## src/ffba_pkg.sv

```systemverilog
// Shared types and constants for the first-fit block allocator.
// Used by the core, the block table memory and the checker.
package ffba_pkg;

  localparam int unsigned DATA_W         = 32;
  localparam int unsigned SIZE_W         = 27;
  localparam int unsigned CNT_OUT_W      = 11;
  localparam int unsigned DEF_MAX_BLOCKS = 64;
  localparam int unsigned DEF_META_BYTES = 32;

  localparam logic [SIZE_W-1:0] SIZE_CAP       = SIZE_W'(100000000);
  localparam logic [DATA_W-1:0] HEAP_BASE_RST  = 32'h1000_0000;
  localparam logic [DATA_W-1:0] HEAP_LIMIT_RST = 32'h2000_0000;

  localparam logic [1:0] OP_ALLOC   = 2'd0;
  localparam logic [1:0] OP_CALLOC  = 2'd1;
  localparam logic [1:0] OP_FREE    = 2'd2;
  localparam logic [1:0] OP_REALLOC = 2'd3;

  localparam logic REG_HEAP_BASE  = 1'b0;
  localparam logic REG_HEAP_LIMIT = 1'b1;

  // One block table entry: header address, payload size, free flag.
  typedef struct packed {
    logic [DATA_W-1:0] hdr;
    logic [SIZE_W-1:0] size;
    logic              free;
  } blk_t;

endpackage

```

## src/ffba_table.sv

```systemverilog
// Block table storage: one write port and one read port, registered read data.
// Depends on ffba_pkg for the entry type.
module ffba_table #(
  parameter int unsigned MAX_BLOCKS = ffba_pkg::DEF_MAX_BLOCKS,
  parameter int unsigned IW         = $clog2(MAX_BLOCKS)
) (
  input  logic          clk_i,
  input  logic          we_i,
  input  logic [IW-1:0] waddr_i,
  input  ffba_pkg::blk_t wdata_i,
  input  logic          re_i,
  input  logic [IW-1:0] raddr_i,
  output ffba_pkg::blk_t rdata_o
);
  import ffba_pkg::*;

  blk_t mem_q [MAX_BLOCKS];
  blk_t rdata_q;

  always_ff @(posedge clk_i) begin
    if (we_i) begin
      mem_q[waddr_i] <= wdata_i;
    end
  end

  always_ff @(posedge clk_i) begin
    if (re_i) begin
      rdata_q <= mem_q[raddr_i];
    end
  end

  assign rdata_o = rdata_q;

endmodule

```

## config.mk

```make
export PLATFORM = sky130hd
export DESIGN_NAME = ffba_table
export DESIGN_NICKNAME = d
export VERILOG_FILES = /design/src/ffba_pkg.sv /design/src/ffba_table.sv
export SDC_FILE = /design/constraint.sdc
export NUM_CORES = 2
export LEC_CHECK = 0
export BUFFER_PORTS_ARGS = -buffer_cell sky130_fd_sc_hd__clkbuf_2
export CAP_MARGIN = 20
export CORE_ASPECT_RATIO = 0.5
export CORE_MARGIN = 2
export CORE_UTILIZATION = 55
export CTS_CLUSTER_SIZE = 30
export DETAILED_ROUTE_END_ITERATION = 8
export PLACE_DENSITY = 0.71
export SYNTH_ARGS = -nofsm -noshare
export SYNTH_HDL_FRONTEND = slang
export SYNTH_SLANG_ARGS = --single-unit
```

## constraint.sdc

```tcl
create_clock -name clk_i -period 7.25 [get_ports clk_i]
set_input_delay 0.3625 -clock clk_i [delete_from_list [all_inputs] [get_ports clk_i]]
set_output_delay 0.3625 -clock clk_i [all_outputs]
set_load 0.02 [all_outputs]
```

-- Word level (Yosys, flattened, before mapping)
Memory sizes are Yosys's and may differ from the RTL's. A register that Yosys moved wholly into a read port is not among the register bits.
Index checks and enable logic that the tools add are counted.
- register bits after elaboration: 0
- memory bits (writable): 3840
- logic and storage cells: 3
- memories: 1
- input port bits: 75
- output and inout port bits: 60
- memories (memory ; depth ; width ; read ports ; clocked after memory_dff ; wr ports ; line ; text):
    mem_q ; 64 ; 60 ; 1 ; 1 ; 1 ; ffba_table.sv:17 ; blk_t mem_q [MAX_BLOCKS];
- muxes and demuxes: 2
- operators by type and width (kind ; number):
    1-bit two-way mux ; 2

-- Longest topological paths before layout
- depth after elaboration: 2
- depth in mapped cells: 11
- gate-level depth less buffers: 5

-- Worst setup path before layout
Ideal clock, no wire load.
- kind: in2reg
- start point: in waddr_i[3]
- end point: mem mem_q[48][0] in the netlist's numbering (enable)
- arrival time: 4.940 ns
- setup time: 0.551 ns
- data required time: 6.699 ns
- path buffers: 1
- path slack: 1.759 ns
- stages on the path: 4
- path through: clkbuf_1 > nor2b_1 > nand4b_1 > nor3_1
- RTL lines (item ; line ; text):
    start: declaration ; ffba_table.sv:9 ; input logic [IW-1:0] waddr_i,
    end: declaration ; ffba_table.sv:17 ;
Straight into the memory's write port.

==> results by group <==
Outcome
  – Status: finished clean

Floorplan
  – DIE AREA: around 270000 um2
  – Die height: approximately 370 um
  – Cell row count: roughly 130
  – IO Pins: roughly 140
  – Core Area: between 200000 and 300000 um2
  – Die X-Extent: 735 um
  – Initial core utilization: between 50 and 60%

Global routing
  – GRT Residual Overflow: 0
  – Overall Global Routing Usage: around 29%
  – Initial antenna violation count: 9
  – First-pass GRT wire length: approximately 550000 um
  – Vias in the first global route: ~71000
  – Largest net degree at the start of global routing: between 100 and 150

Clock network
  – H-tree Lvls: 5
  – CTS buffer count: approximately 330
  – Skew-Pair Late Insertion Delay: roughly 0.9 ns
  – CTS Hold Buffers Added: 1
  – CTS tree: done
  – Clock Path Buffers: 4
  – Post-CTS setup buffer count: 0
  – Worst-path clk slew: 0.07 ns
  – # clock sinks: 3900
  – Post_cts resized: 0
  – Root Driver: clkbuf_16

STA
  – Clock skew: about 0.040 ns
  – Post-route minimum period: approximately 3.2 ns
  – RSZ-0062 raised after global routing: false
  – TNS Setup: 0 ns
  – Endpoints failing hold: 0
  – F_max: roughly 310 MHz
  – Worst-Margin Slew: roughly 1.1 ns
  – Slew HR: 23.5%
  – Max-slew violations: 0
  – Final cycle utilization of the critical path: a little over two fifths
  – Final Setup Violations: 0

Synthesis
  – Post-Synthesis Cell Area: 147000 um2
  – Distinct cells, synth: 35
  – Number of synthesized flops with an enable pin: 3900
  – #FFs+latches synth: 3900
  – Post-Syn Area per Cell: roughly 24 um2
  – Syn Inst Count: between 6000 and 7000
  – Top_reg_cell synth: edfxtp_1
  – Async SR Flop Fraction: 0%
  – Post-Syn Nets: around 6200
  – Register area share after synthesis: 79.6%
  – Synth warn: 0

Critical path
  – Cell mode on critical path: buf_4
  – WS Path Type: input port to flip-flop
  – Crit. End Element: flip-flop
  – CP Max Fanout: 65
  – Max incr delay on CP: roughly 0.85 ns
  – CP Data Arrival Time: 3.81 ns
  – CP Cell Sequence: buf_8, buf_4, buf_4, mux4_2, o22ai_1, nor2_1
  – WP data required: 7.88 ns
  – CP Launch Type: input port
  – Worst path slowest cell: buf_4

Drt
  – Via count: 71800
  – Pre-Repair DR Iteration Count: 7
  – Total routed wirelength: 398000 um
  – Final ANT Viol Nets: 0
  – DRC errors left: 0
  – Initial DRC count: 12700
  – Wirelength per Cell: 38.6 um
  – Vias/cell: approximately 7.0

Place
  – IO Port Bufs: between 100 and 150
  – GP Congestion: 0.796
  – Dpl hpwl: between 200000 and 250000 um
  – Placed cell area: 153000 um2

Finish
  – Most common cell after layout, fill and taps aside: edfxtp_1
  – Fill cells: 17100
  – Ratio of cells with drive above 1 in the final layout: 29.9%
  – Area growth from synthesis to layout: 12.2%
  – Post-route cell area: 165000 um2
  – Most frequent cells in the layout: 3900 x edfxtp_1, 1040 x mux4_2, 339 x clkbuf_16
  – Nets: between 6000 and 7000
  – Final core occ: roughly three fifths

Power and ir drop
  – Leakage: ~0.051 uW
  – Power Dens Cells: between 200 and 300 nW/um2
  – Max VDD drop: about 0.00019 V
  – Tot Pwr: 45200 uW

Hold path
  – Hold Path Class: input port to flip-flop

Job
  – Max-cap violation count: 0
==> worst max-delay path: cells and delay by family <==
| kind | cells | cell delay, ns |
|---|---|---|
| buffers and inverters | 3 | 2.06 |
| and+or+nand+nor | 1 | 0.11 |
| AOI/OAI and AO/OA | 1 | 0.36 |
| muxes | 1 | 0.60 |
==> per-layer routing <==
metal,GRT usage (%),vias up,routed length [um]
met5,0,-,7
met4,8.67,2,14200
met3,7.74,821,55500
met2,45.2,5552,186000
met1,41.6,38300,142000
li1,-,27200,-
==> final cells by class <==
| class | count | area [um2] | area share [%] |
|---|---|---|---|
| antenna | 6 | 15.0 | 0.00909 |
| clock buffer | 405 | 8730 | 5.29 |
| clock inverter | 185 | 1850 | 1.12 |
| inverter | 1 | 6.26 | 0.00379 |
| multi-input combinational | 1852 | 28900 | 17.5 |
| sequential | 3900 | 117000 | 70.9 |
| tap | 3536 | 4420 | 2.68 |
| timing repair buffer | 418 | 4000 | 2.42 |
==> logic make-up after synthesis <==
logic type,count (synthesis),synth area share (%)
compound gates,402,1.75
buf+inv,341,1.07
flops,3900,79.6
mux,1149,16.7
simple gates,301,0.863
==> per-stage QoR <==
stage	std cells	hold WS (ns)	worst slack (ns)
after floorplan	6093	0.461	1.76
after CTS	10200	0.0817	4.15
after global placement	9612	0.834	3.22
after detailed placement	9615	0.831	3.19
final	10300	0.00339	4.07
after global routing	10300	0.00618	4.06
==> final timing paths <==
check                           slack, ns       endpoint  cells after the start           from
worst min register to register       0.97    rdata_o[27]                      5  mem_q[51][27]
worst max register to register       4.88    rdata_o[32]                      4   mem_q[7][32]
worst max-delay path                 4.07    rdata_o[37]                      6     raddr_i[2]
worst min-delay path                0.003  mem_q[26][56]                      1    wdata_i[56]
==> registers in the layout (all words and copies together), names as in the netlist <==
signal,flops
mem_q,3840
rdata_o,60
==> synthesized netlist by cell type, types with 2 or more instances <==
cell type / number / share of area, %
edfxtp_1: 3900 / 80
mux4_2: 1040 / 16
o22ai_1: 188 / 0.80
nor2_1: 177 / 0.45
clkbuf_1: 170 / 0.43
buf_2: 99 / 0.34
a21oi_1: 74 / 0.25
nand2_1: 68 / 0.17
o221ai_1: 59 / 0.35
mux2_2: 58 / 0.44
mux2i_1: 51 / 0.35
o21ai_0: 38 / 0.13
buf_4: 34 / 0.17
buf_1: 32 / 0.082
a31oi_1: 28 / 0.12
nor3_1: 12 / 0.041
nand2b_1: 9 / 0.038
nor2b_1: 9 / 0.038
o221a_2: 9 / 0.069
buf_6: 5 / 0.038
nand3_1: 5 / 0.017
nand3b_1: 5 / 0.026
or3b_2: 4 / 0.024
a211oi_1: 3 / 0.015
or2_2: 3 / 0.013
or3_1: 3 / 0.013
nand4_1: 2 / 0.0085
==> power breakdown <==
part | switching, uW | internal (uW)
clock | 7970 | 9880
combinational | 1390 | 864
sequential | 83.6 | 25000
total | 9440 | 35700
No activity file was read; power rests on OpenSTA's default activity.
